--- src/rtl/i2c_ras_pkg.sv ---
`default_nettype none

package i2c_ras_pkg;

    // Item kinds on the input channel
    localparam logic [1:0] OP_WRITE_REQ = 2'd0;
    localparam logic [1:0] OP_READ_REQ  = 2'd1;
    localparam logic [1:0] OP_BYTE_DONE = 2'd2;

    // Transmit kinds on the output channel
    localparam logic [1:0] TX_NONE    = 2'd0;
    localparam logic [1:0] TX_START   = 2'd1;
    localparam logic [1:0] TX_RESTART = 2'd2;
    localparam logic [1:0] TX_DATA    = 2'd3;

    // Acknowledge modes for the receiver
    localparam logic [1:0] ACK_KEEP = 2'd0;
    localparam logic [1:0] ACK_ON   = 2'd1;
    localparam logic [1:0] ACK_NAK  = 2'd2;

    // Sequence phase
    typedef enum logic [2:0] {
        PH_REG     = 3'd0,
        PH_RESTART = 3'd1,
        PH_READ    = 3'd2,
        PH_WRITE1  = 3'd3,
        PH_WRITE2  = 3'd4
    } phase_t;

    // One input item
    typedef struct packed {
        logic [1:0] op;
        logic [7:0] slave_addr;
        logic [7:0] reg_addr;
        logic [7:0] write_data;
        logic [7:0] read_count;
        logic       bus_busy;
        logic       ack_received;
        logic [7:0] rx_byte;
    } item_t;

    // One result item
    typedef struct packed {
        logic       accepted;
        logic [1:0] tx_kind;
        logic [7:0] tx_byte;
        logic       stop_cond;
        logic [1:0] ack_mode;
        logic       rx_trigger;
        logic       store_valid;
        logic [7:0] store_byte;
        logic       busy_res;
        logic       done_res;
        logic       error;
    } result_t;

    // Sequencer state
    typedef struct packed {
        phase_t     phase;
        logic [8:0] remaining;
        logic       busy_flag;
        logic       done_flag;
        logic       error_flag;
        logic       is_write;
        logic [7:0] saved_device;
        logic [7:0] saved_register;
        logic [7:0] saved_data;
        logic [7:0] saved_count;
    } seq_state_t;

    localparam seq_state_t STATE_RESET = '{
        phase:          PH_REG,
        remaining:      9'd0,
        busy_flag:      1'b0,
        done_flag:      1'b0,
        error_flag:     1'b0,
        is_write:       1'b0,
        saved_device:   8'd0,
        saved_register: 8'd0,
        saved_data:     8'd0,
        saved_count:    8'd0
    };

endpackage

`default_nettype wire

--- src/rtl/i2c_ras_step.sv ---
`default_nettype none

module i2c_ras_step
(
    input  wire  i2c_ras_pkg::item_t      item,
    input  wire  i2c_ras_pkg::seq_state_t cur,
    output i2c_ras_pkg::seq_state_t       nxt,
    output i2c_ras_pkg::result_t          res
);

    logic [8:0] count_plus_one;
    logic [8:0] rem_dec;
    logic       finish;
    logic       finish_err;

    assign count_plus_one = {1'b0, cur.saved_count} + 9'd1;
    assign rem_dec        = cur.remaining - 9'd1;

    // Sequence step: request handling and byte-done event handling
    always_comb
    begin
        nxt        = cur;
        res        = '0;
        finish     = 1'b0;
        finish_err = 1'b0;

        if ((item.op == i2c_ras_pkg::OP_WRITE_REQ) || (item.op == i2c_ras_pkg::OP_READ_REQ))
        begin
            if (!item.bus_busy && !cur.busy_flag)
            begin
                nxt.saved_device   = item.slave_addr;
                nxt.saved_register = item.reg_addr;
                nxt.is_write       = (item.op == i2c_ras_pkg::OP_WRITE_REQ);
                if (item.op == i2c_ras_pkg::OP_WRITE_REQ)
                begin
                    nxt.saved_data = item.write_data;
                end
                else
                begin
                    nxt.saved_count = item.read_count;
                end
                nxt.busy_flag  = 1'b1;
                nxt.error_flag = 1'b0;
                nxt.done_flag  = 1'b0;
                nxt.phase      = i2c_ras_pkg::PH_REG;
                res.accepted   = 1'b1;
                res.tx_kind    = i2c_ras_pkg::TX_START;
                res.tx_byte    = item.slave_addr;
            end
        end
        else if ((item.op == i2c_ras_pkg::OP_BYTE_DONE) && cur.busy_flag)
        begin
            unique case (cur.phase)
                i2c_ras_pkg::PH_RESTART:
                begin
                    if (!item.ack_received)
                    begin
                        finish     = 1'b1;
                        finish_err = 1'b1;
                    end
                    else
                    begin
                        res.tx_kind   = i2c_ras_pkg::TX_RESTART;
                        res.tx_byte   = cur.saved_device | 8'h01;
                        res.ack_mode  = i2c_ras_pkg::ACK_ON;
                        nxt.remaining = count_plus_one;
                        nxt.phase     = i2c_ras_pkg::PH_READ;
                    end
                end
                i2c_ras_pkg::PH_READ:
                begin
                    // The read address ack is only seen on the first read event.
                    if ((cur.remaining == count_plus_one) && !item.ack_received)
                    begin
                        finish     = 1'b1;
                        finish_err = 1'b1;
                    end
                    else
                    begin
                        if (cur.remaining != 9'd0)
                        begin
                            nxt.remaining  = rem_dec;
                            res.rx_trigger = 1'b1;
                            if (rem_dec == 9'd1)
                            begin
                                res.ack_mode = i2c_ras_pkg::ACK_NAK;
                            end
                            // The first receive is the dummy read and delivers nothing.
                            if (rem_dec != {1'b0, cur.saved_count})
                            begin
                                res.store_valid = 1'b1;
                                res.store_byte  = item.rx_byte;
                            end
                        end
                        if (nxt.remaining == 9'd0)
                        begin
                            finish = 1'b1;
                        end
                    end
                end
                i2c_ras_pkg::PH_WRITE1:
                begin
                    if (!item.ack_received)
                    begin
                        finish     = 1'b1;
                        finish_err = 1'b1;
                    end
                    else
                    begin
                        res.tx_kind = i2c_ras_pkg::TX_DATA;
                        res.tx_byte = cur.saved_data;
                        nxt.phase   = i2c_ras_pkg::PH_WRITE2;
                    end
                end
                i2c_ras_pkg::PH_WRITE2:
                begin
                    finish     = 1'b1;
                    finish_err = !item.ack_received;
                end
                default:
                begin
                    if (!item.ack_received)
                    begin
                        finish     = 1'b1;
                        finish_err = 1'b1;
                    end
                    else
                    begin
                        res.tx_kind = i2c_ras_pkg::TX_DATA;
                        res.tx_byte = cur.saved_register;
                        nxt.phase   = cur.is_write ? i2c_ras_pkg::PH_WRITE1
                                                   : i2c_ras_pkg::PH_RESTART;
                    end
                end
            endcase

            // End of transaction: stop and return to idle
            if (finish)
            begin
                nxt.phase      = i2c_ras_pkg::PH_REG;
                nxt.busy_flag  = 1'b0;
                nxt.done_flag  = 1'b1;
                nxt.error_flag = finish_err;
                res.stop_cond  = 1'b1;
            end
        end

        res.busy_res = nxt.busy_flag;
        res.done_res = nxt.done_flag;
        res.error    = nxt.error_flag;
    end

endmodule

`default_nettype wire

--- src/rtl/i2c_register_access_sequencer.sv ---
// Channel  Direction  Contents
// s_axis   in         tuser: op; tdata: request fields and byte-done event fields
// m_axis   out        tuser: tx_kind; tdata: one result per input item
//
// Every input item gives exactly one result via the input and result
// registers. One item is taken per cycle while the output is not stalled:
// the input register feeds the sequence step logic, which writes the result
// register and the sequencer state in the same cycle. A stall on the output
// holds the result and the input register; s_tready drops only when both
// are full. rst_n clears the sequencer to idle and empties both registers.
`default_nettype none

module i2c_register_access_sequencer
(
    input  wire         clk,
    input  wire         rst_n,

    input  wire         s_tvalid,
    output logic        s_tready,
    // [7:0] slave_addr, [15:8] reg_addr, [23:16] write_data, [31:24] read_count,
    // [32] bus_busy, [33] ack_received, [41:34] rx_byte, [47:42] zero
    input  wire  [47:0] s_tdata,
    // [1:0] op
    input  wire  [1:0]  s_tuser,

    output logic        m_tvalid,
    input  wire         m_tready,
    // [0] accepted, [8:1] tx_byte, [9] stop_cond, [11:10] ack_mode,
    // [12] rx_trigger, [13] store_valid, [21:14] store_byte, [22] busy_res,
    // [23] done_res, [24] error, [31:25] zero
    output logic [31:0] m_tdata,
    // [1:0] tx_kind
    output logic [1:0]  m_tuser
);

    logic                    in_valid_reg;
    i2c_ras_pkg::item_t      in_item_reg;
    i2c_ras_pkg::item_t      in_item_next;
    logic                    out_valid_reg;
    i2c_ras_pkg::result_t    out_res_reg;
    i2c_ras_pkg::result_t    step_res;
    i2c_ras_pkg::seq_state_t state_reg;
    i2c_ras_pkg::seq_state_t state_next;
    logic                    advance;

    // The input register moves on when the result register is free or draining.
    assign advance  = in_valid_reg && (!out_valid_reg || m_tready);
    assign s_tready = !in_valid_reg || advance;

    // Unpack the input transfer
    always_comb
    begin
        in_item_next.op           = s_tuser;
        in_item_next.slave_addr   = s_tdata[7:0];
        in_item_next.reg_addr     = s_tdata[15:8];
        in_item_next.write_data   = s_tdata[23:16];
        in_item_next.read_count   = s_tdata[31:24];
        in_item_next.bus_busy     = s_tdata[32];
        in_item_next.ack_received = s_tdata[33];
        in_item_next.rx_byte      = s_tdata[41:34];
    end

    i2c_ras_step u_step
    (
        .item (in_item_reg),
        .cur  (state_reg),
        .nxt  (state_next),
        .res  (step_res)
    );

    // Valid flags and sequencer state
    always_ff @(posedge clk or negedge rst_n)
    begin
        if (!rst_n)
        begin
            in_valid_reg  <= 1'b0;
            out_valid_reg <= 1'b0;
            state_reg     <= i2c_ras_pkg::STATE_RESET;
        end
        else
        begin
            if (s_tready)
            begin
                in_valid_reg <= s_tvalid;
            end
            if (advance)
            begin
                out_valid_reg <= 1'b1;
                state_reg     <= state_next;
            end
            else if (m_tready)
            begin
                out_valid_reg <= 1'b0;
            end
        end
    end

    // Payload registers
    always_ff @(posedge clk)
    begin
        if (s_tready && s_tvalid)
        begin
            in_item_reg <= in_item_next;
        end
        if (advance)
        begin
            out_res_reg <= step_res;
        end
    end

    // Pack the result transfer
    assign m_tvalid = out_valid_reg;
    assign m_tuser  = out_res_reg.tx_kind;
    assign m_tdata  = {7'd0,
                       out_res_reg.error,
                       out_res_reg.done_res,
                       out_res_reg.busy_res,
                       out_res_reg.store_byte,
                       out_res_reg.store_valid,
                       out_res_reg.rx_trigger,
                       out_res_reg.ack_mode,
                       out_res_reg.stop_cond,
                       out_res_reg.tx_byte,
                       out_res_reg.accepted};

endmodule

`default_nettype wire

--- config.mk ---
export PLATFORM = sky130hd
export DESIGN_NAME = i2c_register_access_sequencer
export DESIGN_NICKNAME = d
export VERILOG_FILES = /design/src/rtl/i2c_ras_pkg.sv /design/src/rtl/i2c_ras_step.sv /design/src/rtl/i2c_register_access_sequencer.sv
export SDC_FILE = /design/constraint.sdc
export NUM_CORES = 1
export LEC_CHECK = 0
export ABC_AREA = 1
export BUFFER_PORTS_ARGS = -buffer_cell sky130_fd_sc_hd__buf_2
export CAP_MARGIN = 0
export CORE_MARGIN = 5
export CORE_UTILIZATION = 50
export CTS_BUF_LIST = sky130_fd_sc_hd__clkbuf_8
export DETAILED_ROUTE_END_ITERATION = 10
export GPL_TIMING_DRIVEN = 0
export PLACE_DENSITY = 0.72
export SLEW_MARGIN = 30
export SYNTH_ARGS = -nofsm -noshare
export SYNTH_HDL_FRONTEND = slang
export SYNTH_SLANG_ARGS = --single-unit
--- constraint.sdc ---
create_clock -name clk -period 5.8 [get_ports clk]
set_clock_uncertainty 0.05 [all_clocks]
set_input_delay 0.58 -clock clk [delete_from_list [all_inputs] [get_ports clk]]
set_output_delay 0.58 -clock clk [all_outputs]
set_load 0.1 [all_outputs]
==> Word-level counts from Yosys, hierarchy flattened <==
Index checks and enable logic that the tools add are counted.
W data, S select, Z words.
{ "classes": {"n_reduce_logical": 30, "bitwise": 6, "n_eq_ne": 13, "n_mux": 46, "n_addsub": 2} }
{ "op_table": {"columns": ["cell", "count"], "rows": [
  ["$mux W9", 7],
  ["$mux W10", 5],
  ["$mux W12", 3],
  ["$mux W36", 1],
  ["$pmux W10 S3", 1],
  ["$mux W23", 1],
  ["$mux W3", 7],
  ["$pmux W9 S2", 1],
  ["$mux W8", 2],
  ["$mux W15", 1],
  ["$mux W11", 1],
  ["$mux W1", 10],
  ["$add A8 B1 Y9 const B", 1],
  ["$eq A9 B1 Y1 const B", 1],
  ["$eq A9 B9 Y1", 1],
  ["$logic_not A9 Y1", 1],
  ["$ne A9 B8 Y1", 1],
  ["$pmux W3 S3", 1],
  ["$reduce_bool A9 Y1", 1],
  ["$sub A9 B1 Y9 const B", 1],
  ["$reduce_and A4 Y1", 2],
  ["$eq A3 B2 Y1 const B", 2],
  ["$ne A2 B2 Y1 const B", 3],
  ["$not A1 Y1", 6],
  ["other kinds (21)", 36]
]} }
{ "word_totals": {"reg_bits": 121} }

==> Longest topological paths before layout <==
Gate-level depths: netlist (run 1).
{ "depth": {"ltp_word": 16, "depth_mapped": 19, "mapped_depth_nobuf": 19} }

==> Cells and area by module <==
Synthesis (run 1) repeated with hierarchy kept, for this count alone.
{ "unflattened": {"cells_unflattened": 762, "area_unflattened_um2": 6472.5} }
{ "by_module_without_submodules": {"columns": ["mod", "instances", "cells_per_inst", "area_per_inst_um2"], "rows": [
  ["i2c_register_access_sequencer", 1, 298, 4162.7],
  ["i2c_ras_step", 1, 464, 2309.7]
]} }

==> Worst setup path after synthesis (run 1) <==
No wires, ideal clock.
{ "synth_timing": {"path_type": "reg2reg", "start": "reg out_valid_reg, in the netlist m_tvalid", "end": "reg in_item_reg[0] (netlist name), enable pin", "setup_time_ps": 455, "slack_ps": 2502, "period_less_slack_ps": 3298, "t_required_ps": 5295, "arrival_time_ps": 2792, "stages_incl_launch_ff": 4, "path_cell_list": "dfrtp_1 > nand3_1 > nand2_1 > inv_1"} }
{ "synth_between": {"elab_chain_len": 5} }
{ "synth_lines": {"columns": ["element", "line_no", "source"], "rows": [
  ["start: declaration", "i2c_register_access_sequencer.sv:39", "logic out_valid_reg;"],
  ["start signal: assignment", "i2c_register_access_sequencer.sv:77", "out_valid_reg <= 1'b0;"],
  ["start signal: assignment", "i2c_register_access_sequencer.sv:88", "out_valid_reg <= 1'b1;"],
  ["start signal: assignment", "i2c_register_access_sequencer.sv:93", "out_valid_reg <= 1'b0;"],
  ["$logic_not A1 Y1", "i2c_register_access_sequencer.sv:47", "assign advance = in_valid_reg && (!out_valid_reg || m_tready);"],
  ["$logic_or A1 B1 Y1", "i2c_register_access_sequencer.sv:47", null],
  ["$logic_and A1 B1 Y1", "i2c_register_access_sequencer.sv:47", null],
  ["$logic_or A1 B1 Y1", "i2c_register_access_sequencer.sv:48", "assign s_tready = !in_valid_reg || advance;"],
  ["via s_tready", "i2c_register_access_sequencer.sv:19", "output logic s_tready,"],
  ["$logic_and A1 B1 Y1", "i2c_register_access_sequencer.sv:101", "if (s_tready && s_tvalid)"],
  ["end signal: assignment", "i2c_register_access_sequencer.sv:103", "in_item_reg <= in_item_next;"],
  ["end: declaration", "i2c_register_access_sequencer.sv:37", "i2c_ras_pkg::item_t in_item_reg;"]
]} }
The timed path passes the listed nets, and every way through them passes these cells.
A chain may end at the register's enable or synchronous reset.

==> Worst setup path in the final report (run 1) <==
{ "layout_timing": {"start": "reg state_reg[37] (netlist name)", "end": "reg out_res_reg (netlist bit m_tdata[18]) (data pin)"} }
{ "layout_between": {"elab_chain_len": 4, "elab_cells_between_ends": 8} }
{ "layout_lines": {"columns": ["element", "line_no", "source"], "rows": [
  ["start: declaration", "i2c_register_access_sequencer.sv:42", "i2c_ras_pkg::seq_state_t state_reg;"],
  ["start signal: assignment", "i2c_register_access_sequencer.sv:78", "state_reg <= i2c_ras_pkg::STATE_RESET;"],
  ["start signal: assignment", "i2c_register_access_sequencer.sv:89", "state_reg <= state_next;"],
  ["$sub A9 B1 Y9", "i2c_ras_step.sv:17", "assign rem_dec = cur.remaining - 9'd1;"],
  ["$ne A9 B8 Y1", "i2c_ras_step.sv:89", "if (rem_dec != {1'b0, cur.saved_count})"],
  ["$not A1 Y1 (no source line)", null, null],
  ["$reduce_or A6 Y1 (no source line) (*)", null, null],
  ["end signal: assignment", "i2c_register_access_sequencer.sv:107", "out_res_reg <= step_res;"],
  ["end: declaration", "i2c_register_access_sequencer.sv:40", "i2c_ras_pkg::result_t out_res_reg;"]
]} }
Every way passes the cells marked *; elsewhere a longest branch is shown, timed or not.

==> flow_summary.json, run 1 <==
{
  "numClockSinks": 120,
  "end_kind": "flop",
  "grt_pass1_vias": 4115,
  "crit_path_top_delay_cell": "dfrtp_1",
  "synth_top_area_share_pct": 38.9,
  "finalCriticalPeriod_ns": 2.58,
  "overflow": 0,
  "yosys.area_share.simple_pct": 20.4,
  "die_area_sq_mm": 0.0132,
  "die_w_um": 115,
  "rows": 38,
  "synthAdderAreaFrac_pct": 0.913,
  "synth_xor_area_share_pct": 0.319,
  "postCtsHoldBufs": 0,
  "worst_pin_slew_ns": 0.675,
  "final_max_slew_viol_count": 0,
  "cp_data_arrival_time_ns": 2.72,
  "finalCritPeriodShare_pct": 44.4,
  "fp.dieH_um": 115,
  "p_seq_share_pct": 39.4,
  "clkTransAtPathRegs_ns": 0.07,
  "critical_path_class": "flop to flop",
  "critPathMaxStageDelay_ns": 0.43,
  "finalSetupTns_ns": 0,
  "switching_share_pct": 38.4,
  "clock_latency_ns": 0.44,
  "fmax_mhz": 388,
  "holdWs_ns": 0.132,
  "dp_cells": 774,
  "min_path_type": "input pin to asynchronous set/reset pin",
  "status": "completed",
  "power_frac_comb_pct": 31.8,
  "fin_cells": 806,
  "pre_cts_ws_ns": 3.27,
  "timing.max_cap.violations": 0,
  "routed_wl_um": 12200,
  "setup_violations": 0,
  "largest_reg_flops": 47,
  "postCtsSetupBuffers": 0,
  "ir_worst_vdd_v": 0.000243,
  "ant_nets": 0,
  "hold_viol": 0,
  "ys.flop_type": "edfxtp_1",
  "synthCells": 551,
  "synth_top_family_by_area": "simple AND/OR/NAND/NOR gates",
  "muxShareOfSynthArea_pct": 1.23,
  "cp_max_fo": 8,
  "pin_count": 90,
  "cts-buffers-inserted": 17,
  "cts_tree": "yes",
  "grt_pass1_wl_um": 19600,
  "initial_core_util_pct": 50.8,
  "ys_ff_latch": 120,
  "clk_path_buf_depth": 2,
  "total_power_mw": 3.18,
  "synth_area_leaders": "edfxtp_1 39%, dfrtp_1 22%, nand2_1 9.2%",
  "fin_ws_ns": 3.22,
  "mostFrequentLayoutCells": "134 x nand2_1, 76 x buf_2, 71 x edfxtp_1",
  "num_antenna_cells": 0,
  "ys_seq_area_share_pct": 61.3,
  "dr_total_vias": 4134,
  "rsz0062_at_grt": "no",
  "relSlewSlack_pct": 55.0,
  "gp_congestion": 0.899,
  "first_pass_iters": 5,
  "path_cells": "inv_1 > ha_1 > xnor2_1 > inv_1 > nand2_1 > nand2_1 > nor3_1 > inv_1 > nor2_1 > nand3_1 > nor3_2 > nor2_4 > inv_2 > nor2_1",
  "power.switching_mw": 1.22,
  "critPathLaunchType": "flop",
  "io_buffers": 76,
  "drt-initial-drc-count": 251,
  "async_flop_share_pct": 40.8,
  "synthesis.area_sq_mm": 0.00548,
  "drc": 0,
  "syn_avg_cell_area_sq_um": 9.95,
  "grt_max_degree": 50,
  "antenna_found_initial": 0,
  "post_route_cells_drive_above_1_share_pct": 26.6,
  "vias_per_cell": 5.13,
  "fin_nets": 711,
  "synth_compound_area_share_pct": 9.01,
  "p_clk_share_pct": 28.8,
  "final_common_cell": "nand2_1",
  "cpMostUsedCell": "inv_1",
  "coreArea_sq_mm": 0.0108,
  "yosys.area.top_type": "edfxtp_1",
  "synth_edf_count": 71,
  "routedWlPerCell_um": 15.1,
  "power_density_mw_per_mm2": 484,
  "post_cts_resized": 0,
  "p_leak_nw": 3.04,
  "hpwl_um": 8570,
  "root_buffer": "clkbuf_8",
  "grtUsageTotal_pct": 19.4,
  "required_ns": 5.94,
  "synth_warnings": 0,
  "internal-power_mw": 1.96,
  "cts.htree.levels": 4,
  "syn_to_final_growth_pct": 19.8,
  "ys_types": 38
}
cell type report:
cell class	instances	area, sq um
Buffer	14	87.6
Clock buffer	19	262
Clock inverter	13	223
Fill cell	909	4230
Inverter	76	285
Multi-Input combinational cell	347	1770
Sequential cell	120	3360
Tap cell	140	175
Timing Repair Buffer	77	403
power groups by stage:
stage	logic, mW	registers, mW	clock network, mW
3_5_place_dp	1.00	1.26	0
5_1_grt	1.12	1.27	0.972
6_report	1.01	1.25	0.916
3_3_place_gp	0.976	1.26	0
2_1_floorplan	0.577	1.46	0
4_1_cts	1.01	1.25	0.932
worst max-delay path: cells and delay by family (launching register included):
| family | cells | cell delay, ns |
|---|---|---|
| xor gates and xnor gates | 1 | 0.29 |
| adders and majority gates | 1 | 0.28 |
| buffers and inverters | 4 | 0.41 |
| DFF | 1 | 0.43 |
| and+or+nand+nor | 8 | 0.85 |
path summary, 6_finish.rpt:
check,from,to,slack [ns],cells past startpoint
hold / removal,rst_n,state_reg[1],0.13,1
hold reg to reg,in_item_reg[33],state_reg[23],0.40,2
setup / recovery,state_reg[37],m_tdata[18],3.22,14
min in group clk,s_tdata[14],in_item_reg[32],0.26,1
max in group asynchronous,rst_n,state_reg[34],5.11,1
setup reg to reg,state_reg[37],m_tdata[18],3.22,14
cells in the mapped netlist, types with 4 or more instances:
library cell,instances
mux2_2,5
inv_1,61
ha_1,4
a32o_1,6
nor2_1,53
edfxtp_1,71
o22ai_1,6
a21oi_2,9
nand4_1,4
clkbuf_1,5
buf_4,7
nand2_2,7
a21oi_1,8
nor2_2,9
inv_2,15
nand2_1,134
dfrtp_1,49
o21ai_0,37
o21ai_1,10
nand3_1,27
per-stage QoR:
stage | area (sq um) | util (%)
CTS | 6570 | 60.9
global placement | 6060 | 56.2
finish | 6570 | 60.9
detailed placement | 6080 | 56.4
floorplan | 5510 | -
global route | 6570 | 60.9
cells by family (layout without fill, tap and decap cells):
| logic type | Yosys count | after routing |
|---|---|---|
| xor+xnor | 2 | 2 |
| mux | 6 | 6 |
| buf+inv | 90 | 199 |
| flops | 120 | 120 |
| simple gates | 248 | 248 |
| fa+ha+maj | 4 | 4 |
| compound gates | 80 | 80 |
| other cells | 1 | 7 |
layer usage:
layer	wire length (um)	vias to the layer above	global-route usage, %	share of wire [%]
li1	-	2012	-	-
met1	5070	1952	24.2	42
met2	6030	144	32.0	49
met3	717	26	4.65	5.9
met4	369	0	9.39	3.0
met5	0	-	0	0
No activity file was read; power rests on OpenSTA's default activity.
==> inputs of run 2 (changes only) <==
--- a/config.mk
+++ b/config.mk
@@ -5,7 +5,7 @@
 export SDC_FILE = /design/constraint.sdc
 export NUM_CORES = 1
 export LEC_CHECK = 0
-export ABC_AREA = 1
+export ABC_AREA = 0
 export BUFFER_PORTS_ARGS = -buffer_cell sky130_fd_sc_hd__buf_2
 export CAP_MARGIN = 0
 export CORE_MARGIN = 5
@@ -13,7 +13,7 @@
 export CTS_BUF_LIST = sky130_fd_sc_hd__clkbuf_8
 export DETAILED_ROUTE_END_ITERATION = 10
 export GPL_TIMING_DRIVEN = 0
-export PLACE_DENSITY = 0.72
+export PLACE_DENSITY = 0.75
 export SLEW_MARGIN = 30
 export SYNTH_ARGS = -nofsm -noshare
 export SYNTH_HDL_FRONTEND = slang
==> constraint.sdc (replaced) <==
create_clock -name clk -period 2.1 [get_ports clk]
set_clock_uncertainty 0.05 [all_clocks]
set_input_delay 0.21 -clock clk [delete_from_list [all_inputs] [get_ports clk]]
set_output_delay 0.21 -clock clk [all_outputs]
set_load 0.1 [all_outputs]
==> run 2 against run 1 <==
The flow now finishes with violations (setup timing). Cell count is 6.7% lower. Non-clock buffer count is 89 higher. Synthesized area decreased by 1.5%. Count of clock-buffer cells in the layout unchanged. Via count is 0.19% lower. Sequential share of layout area fell by 7.3 points. Critical path type unchanged. Highest routed layer unchanged.
==> flow_summary.json, run 2 <==
{
  "cp_max_fo": 5,
  "power_density_mw_per_mm2": 1110,
  "cp_data_arrival_time_ns": 2.78,
  "synth_top_area_share_pct": 39.5,
  "yosysMostFrequentCell": "edfxtp_1",
  "ir_worst_vdd_v": 0.000708,
  "root_buffer": "clkbuf_8",
  "drt-initial-drc-count": 340,
  "hold_viol": 0,
  "grt_pass1_wl_um": 21600,
  "drc": 0,
  "clkTransAtPathRegs_ns": 0.07,
  "relSlewSlack_pct": 49.2,
  "clock_latency_ns": 0.44,
  "post_route_cells_drive_above_1_share_pct": 45.4,
  "r2r_start": "state_reg[0]",
  "fp.dieH_um": 114,
  "routed_wl_um": 14100,
  "grt_pass1_vias": 4221,
  "ys_seq_area_share_pct": 62.2,
  "io_buffers": 76,
  "syn_avg_cell_area_sq_um": 12.9,
  "cts.htree.levels": 4,
  "rows": 38,
  "final_max_slew_viol_count": 0,
  "violations": "setup timing",
  "cts-buffers-inserted": 17,
  "overflow": 0,
  "mostFrequentLayoutCells": "76 x buf_2, 71 x edfxtp_1, 46 x dlygate4sd3_1",
  "largest_reg_flops": 47,
  "async_flop_share_pct": 40.8,
  "holdWs_ns": 0.0884,
  "min_path_type": "input pin to flop",
  "dr_wl_met2_um": 7120,
  "dr_total_vias": 4126,
  "fin_cells": 752,
  "required_ns": 2.37,
  "syn_to_final_growth_pct": 42.5,
  "gp_congestion": 0.879,
  "wl_met1_um": 5520,
  "antenna_found_initial": 0,
  "routedWlPerCell_um": 18.7,
  "pin_count": 90,
  "die_area_sq_mm": 0.0130,
  "grt_max_degree": 50,
  "ant_nets": 0,
  "final_common_cell": "buf_2",
  "fillers": 687,
  "fin_ws_ns": -0.403,
  "ys_types": 57,
  "rrSetupSlack_ns": -0.40,
  "p_leak_nw": 3.09,
  "synth_edf_count": 71,
  "grtUsageTotal_pct": 21.9,
  "synth_area_leaders": "edfxtp_1 39%, dfrtp_1 23%, mux2_2 7.1%",
  "numClockSinks": 120,
  "coreArea_sq_mm": 0.0107,
  "first_pass_iters": 5,
  "yosys.area.top_type": "edfxtp_1",
  "ys_ff_latch": 120,
  "synth_warnings": 0,
  "rsz0062_at_grt": "yes",
  "min_path_cells": 3,
  "critPathLaunchType": "flop",
  "clk_path_buf_depth": 2,
  "ys.flop_type": "edfxtp_1",
  "synthCells": 418,
  "dp_cells": 640,
  "finalCriticalPeriod_ns": 2.50,
  "timing.max_cap.violations": 0,
  "finalCritPeriodShare_pct": 119,
  "dr_wl_met3_um": 991,
  "rr_worst_depth": 8,
  "vias_per_cell": 5.49,
  "cts_tree": "yes",
  "fin_nets": 657,
  "critical_path_class": "flop to flop",
  "initial_core_util_pct": 50.5,
  "worst_pin_slew_ns": 0.758,
  "synth_common_cells": "71 x edfxtp_1, 49 x dfrtp_1, 34 x mux2_2, 33 x nor2_1, 26 x nand2_1",
  "hp-start": "m_tready",
  "status": "finished, violations left",
  "top_layer_used": "met4",
  "hpwl_um": 7860,
  "end_kind": "flop",
  "r2r-end": "state_reg[46]",
  "die_w_um": 114,
  "setup_violations": 30,
  "min_to": "m_tvalid",
  "num_antenna_cells": 0,
  "fmax_mhz": 399,
  "synthesis.area_sq_mm": 0.00540
}
-- run 2: changes by cell type in the layout (fill, tap and decap cells not counted), sizes merged, moves of 10 or more --
cell         delta
nand2         -118
xor2           +10
and2           +11
inv            -69
o21ai          -29
mux2           +29
xnor2          +15
dlygate4sd3    +46
buf            +39
nor2           -30
nand3          -21
-- run 2: through the flow --
step / setup WS [ns] / cell area (sq um) / TNS [ns] / utilization [%] / total power, mW
6_report: -0.403 / 7690 / -9.21 / 71.9 / 8.54
5_1_grt: -0.478 / 7690 / -11.30 / 71.9 / 8.87
4_1_cts: -0.435 / 7420 / -9.40 / 69.3 / 8.24
3_5_place_dp: -0.631 / 6180 / -17.85 / 57.8 / 5.44
3_3_place_gp: -0.562 / 6180 / -15.36 / 57.7 / 5.37
2_1_floorplan: -0.375 / 5620 / -21.17 / - / 4.98
-- run 2: cells by family (layout without fill, tap and decap cells) --
group,count (synthesis),after routing,synth area share (%)
AOI/OAI and AO/OA,77,78,8.99
buffers and inverters,34,221,3.11
xor gates and xnor gates,28,28,5.14
and+or+nand+nor,113,113,11.1
muxes,41,41,8.48
other,1,7,0.0695
DFF,120,120,62.2
adders and majority gates,4,4,0.927
-- run 2: final cells by class --
type | count | area [sq um] | share of cell area, %
Tap cell | 140 | 175 | 2.28
Timing Repair inverter | 1 | 5.00 | 0.0651
Clock inverter | 13 | 215 | 2.80
Sequential cell | 120 | 3370 | 43.8
Buffer | 20 | 145 | 1.89
Inverter | 8 | 43.8 | 0.569
Multi-Input combinational cell | 271 | 2330 | 30.3
Clock buffer | 19 | 262 | 3.40
Timing Repair Buffer | 160 | 1150 | 14.9
-- run 2: per-layer routing --
layer | up-vias | global-route usage (%)
li1 | 1882 | -
met4 | 0 | 10.4
met5 | - | 0
met3 | 39 | 5.46
met2 | 191 | 36.1
met1 | 2014 | 27.0
-- run 2: what timing repair did --
item	in CTS	in global routing
pin swaps	18	22
gates resized for setup	33	36
hold buffers	46	0
hold endpoints to repair	94	0
setup endpoints to repair	62	47
setup buffers	20	18
cloned	2	0
-- run 2: critical path: stages, from the launching register on --
cell,delay [ns]
dfrtp_2,0.44
ha_4,0.25
xor2_1,0.14
or4_4,0.52
nor4_4,0.20
buf_4,0.20
a31oi_4,0.14
a41o_1,0.21
mux2_4,0.25
-- run 2: power breakdown --
group          total (mW)  switching (mW)  internal (mW)
clock network        2.47           0.978           1.49
registers            3.25           0.317           2.93
logic                2.82            1.65           1.17
total                8.54            2.95           5.59
-- run 2: how the worst max path moves through the flow --
stage / from / to / slack (ns) / cells past startpoint
floorplan: m_tvalid / in_item_reg[0] / -0.37 / 2
global placement: state_reg[46] / m_tdata[16] / -0.56 / 7
detailed placement: state_reg[39] / m_tdata[21] / -0.63 / 8
CTS: state_reg[0] / state_reg[46] / -0.44 / 8
global route: state_reg[36] / m_tdata[16] / -0.48 / 10
finish: state_reg[0] / state_reg[46] / -0.40 / 8
==> inputs of run 3 (changes only) <==
--- a/config.mk
+++ b/config.mk
@@ -18,3 +18,4 @@
 export SYNTH_ARGS = -nofsm -noshare
 export SYNTH_HDL_FRONTEND = slang
 export SYNTH_SLANG_ARGS = --single-unit
+export TNS_END_PERCENT = 20
==> run 3 against run 2 <==
The flow still finishes with violations (setup timing). Critical path depth unchanged. Cell count shrank 1.6%. First-iteration DRC count shrank 19%. Maximum frequency grew 2.5%. Count of clock-buffer cells in the layout down 2. Register-to-register slack gained 0.06 ns. Sequential power about the same. Sequential cell count unchanged. Routed wire length down 5.7%. Core utilization shrank 3.2 points. Highest routed layer unchanged.
==> flow_summary.json, run 3 (synthesized netlist as in run 2, its figures left out) <==
{
  "initial_core_util_pct": 50.5,
  "hpwl_um": 7910,
  "min_path_type": "input pin to flop",
  "hp-start": "m_tready",
  "final_max_slew_viol_count": 0,
  "hold_viol": 0,
  "fin_ws_ns": -0.343,
  "rrSetupSlack_ns": -0.34,
  "clock_latency_ns": 0.44,
  "dp_cells": 640,
  "end_kind": "flop",
  "post_route_cells_drive_above_1_share_pct": 39.7,
  "drt-initial-drc-count": 275,
  "min_to": "m_tvalid",
  "fp.dieH_um": 114,
  "finalCritPeriodShare_pct": 116,
  "drc": 0,
  "clk_path_buf_depth": 2,
  "final_common_cell": "buf_2",
  "timing.max_cap.violations": 0,
  "die_w_um": 114,
  "pin_count": 90,
  "root_buffer": "clkbuf_8",
  "worst_pin_slew_ns": 0.650,
  "grt_max_degree": 50,
  "post-route-util_pct": 68.7,
  "pre_cts_ws_ns": -0.835,
  "io_buffers": 76,
  "setup_violations": 29,
  "power_density_mw_per_mm2": 1060,
  "critPathLaunchType": "flop",
  "gp_congestion": 0.851,
  "fin_nets": 645,
  "finalCriticalPeriod_ns": 2.44,
  "syn_to_final_growth_pct": 36.1,
  "min_path_cells": 3,
  "coreArea_sq_mm": 0.0107,
  "vias_per_cell": 5.45,
  "numClockSinks": 120,
  "rsz0062_at_grt": "yes",
  "overflow": 0,
  "p_leak_nw": 2.95,
  "critical_path_class": "flop to flop",
  "num_antenna_cells": 0,
  "r2r-end": "state_reg[39]",
  "cts.htree.levels": 4,
  "ir_worst_vdd_v": 0.000959,
  "cts_tree": "yes",
  "rr_worst_depth": 8,
  "status": "finished, violations left",
  "cp_max_fo": 6,
  "violations": "setup timing",
  "rows": 38,
  "ant_nets": 0,
  "mostFrequentLayoutCells": "77 x buf_2, 71 x edfxtp_1, 46 x dlygate4sd3_1",
  "largest_reg_flops": 47,
  "die_area_sq_mm": 0.0130,
  "fmax_mhz": 409,
  "grtUsageTotal_pct": 21.7,
  "cp_data_arrival_time_ns": 2.72,
  "grt_pass1_wl_um": 21300,
  "clkTransAtPathRegs_ns": 0.08,
  "dr_total_vias": 4030,
  "antenna_found_initial": 0,
  "fin_cells": 740,
  "first_pass_iters": 5,
  "r2r_start": "state_reg[1]",
  "relSlewSlack_pct": 56.7,
  "grt_pass1_vias": 4130,
  "total_power_mw": 7.82,
  "cts-buffers-inserted": 17,
  "routed_wl_um": 13200,
  "routedWlPerCell_um": 17.9,
  "required_ns": 2.37
}
[run 3: changes by cell type in the layout (fill, tap and decap cells not counted), sizes merged]
cell	before	now
clkbuf	28	25
inv	10	15
clkinv	4	3
clkinvlp	3	5
bufinv	5	1
buf	125	114
[run 3: worst max path at each step]
| stage | from | to | depth (start not counted) |
|---|---|---|---|
| 2_1_floorplan | m_tvalid | in_item_reg[0] | 2 |
| 3_3_place_gp | state_reg[46] | m_tdata[16] | 7 |
| 3_5_place_dp | state_reg[37] | state_reg[46] | 9 |
| 4_1_cts | state_reg[1] | state_reg[39] | 8 |
| 5_1_grt | state_reg[0] | m_tdata[11] | 8 |
| 6_report | state_reg[1] | state_reg[39] | 8 |
[run 3: timing repair]
action / CTS / global route
hold buffers: 46 / 0
setup endpoints to repair: 62 / 60
buffers inserted: 15 / 10
gates resized for setup: 42 / 29
pin swaps: 19 / 14
cloned: 2 / 0
endpoints found under the hold margin: 94 / 0
[run 3: through the flow]
| step | TNS (ns) | area (sq um) | hold slack [ns] |
|---|---|---|---|
| global placement | -26.08 | 6040 | 0.336 |
| global route | -10.59 | 7350 | 0.0458 |
| floorplan | -26.27 | 5480 | -0.136 |
| finish | -7.54 | 7350 | 0.0378 |
| detailed placement | -28.20 | 6040 | 0.226 |
| CTS | -9.16 | 7180 | 0.00814 |
[run 3: where the power goes]
| part | switching [mW] | internal [mW] |
|---|---|---|
| clock | 1.04 | 0.963 |
| combinational | 1.52 | 1.04 |
| sequential | 0.325 | 2.93 |
[run 3: metal layers]
metal / wire, um / vias to the layer above / part of all wire [%] / track usage [%]
met5: 0 / - / 0 / 0
met4: 225 / 0 / 1.7 / 8.23
met3: 992 / 17 / 7.5 / 6.42
met2: 6780 / 187 / 51 / 36.6
met1: 5250 / 1954 / 40 / 26.4
li1: - / 1872 / - / -
[run 3: critical path: stages (launching register included)]
cell and delay (ns):
dfrtp_2 0.43, ha_4 0.24, xor2_1 0.13, or4_4 0.53
nor4_4 0.16, buf_6 0.16, a31oi_4 0.13, nand3_4 0.18
mux2_4 0.31
[run 3: cell type report]
type | count | area, sq um
repair buffers | 147 | 1050
clock inverters | 15 | 145
repair inverters | 1 | 7.51
flip-flops and latches | 120 | 3370
multi-input cells | 271 | 2180
fillers | 727 | 3350
plain buffers | 21 | 136
well taps | 140 | 175
inverters | 8 | 41.3
clock buffers | 17 | 234
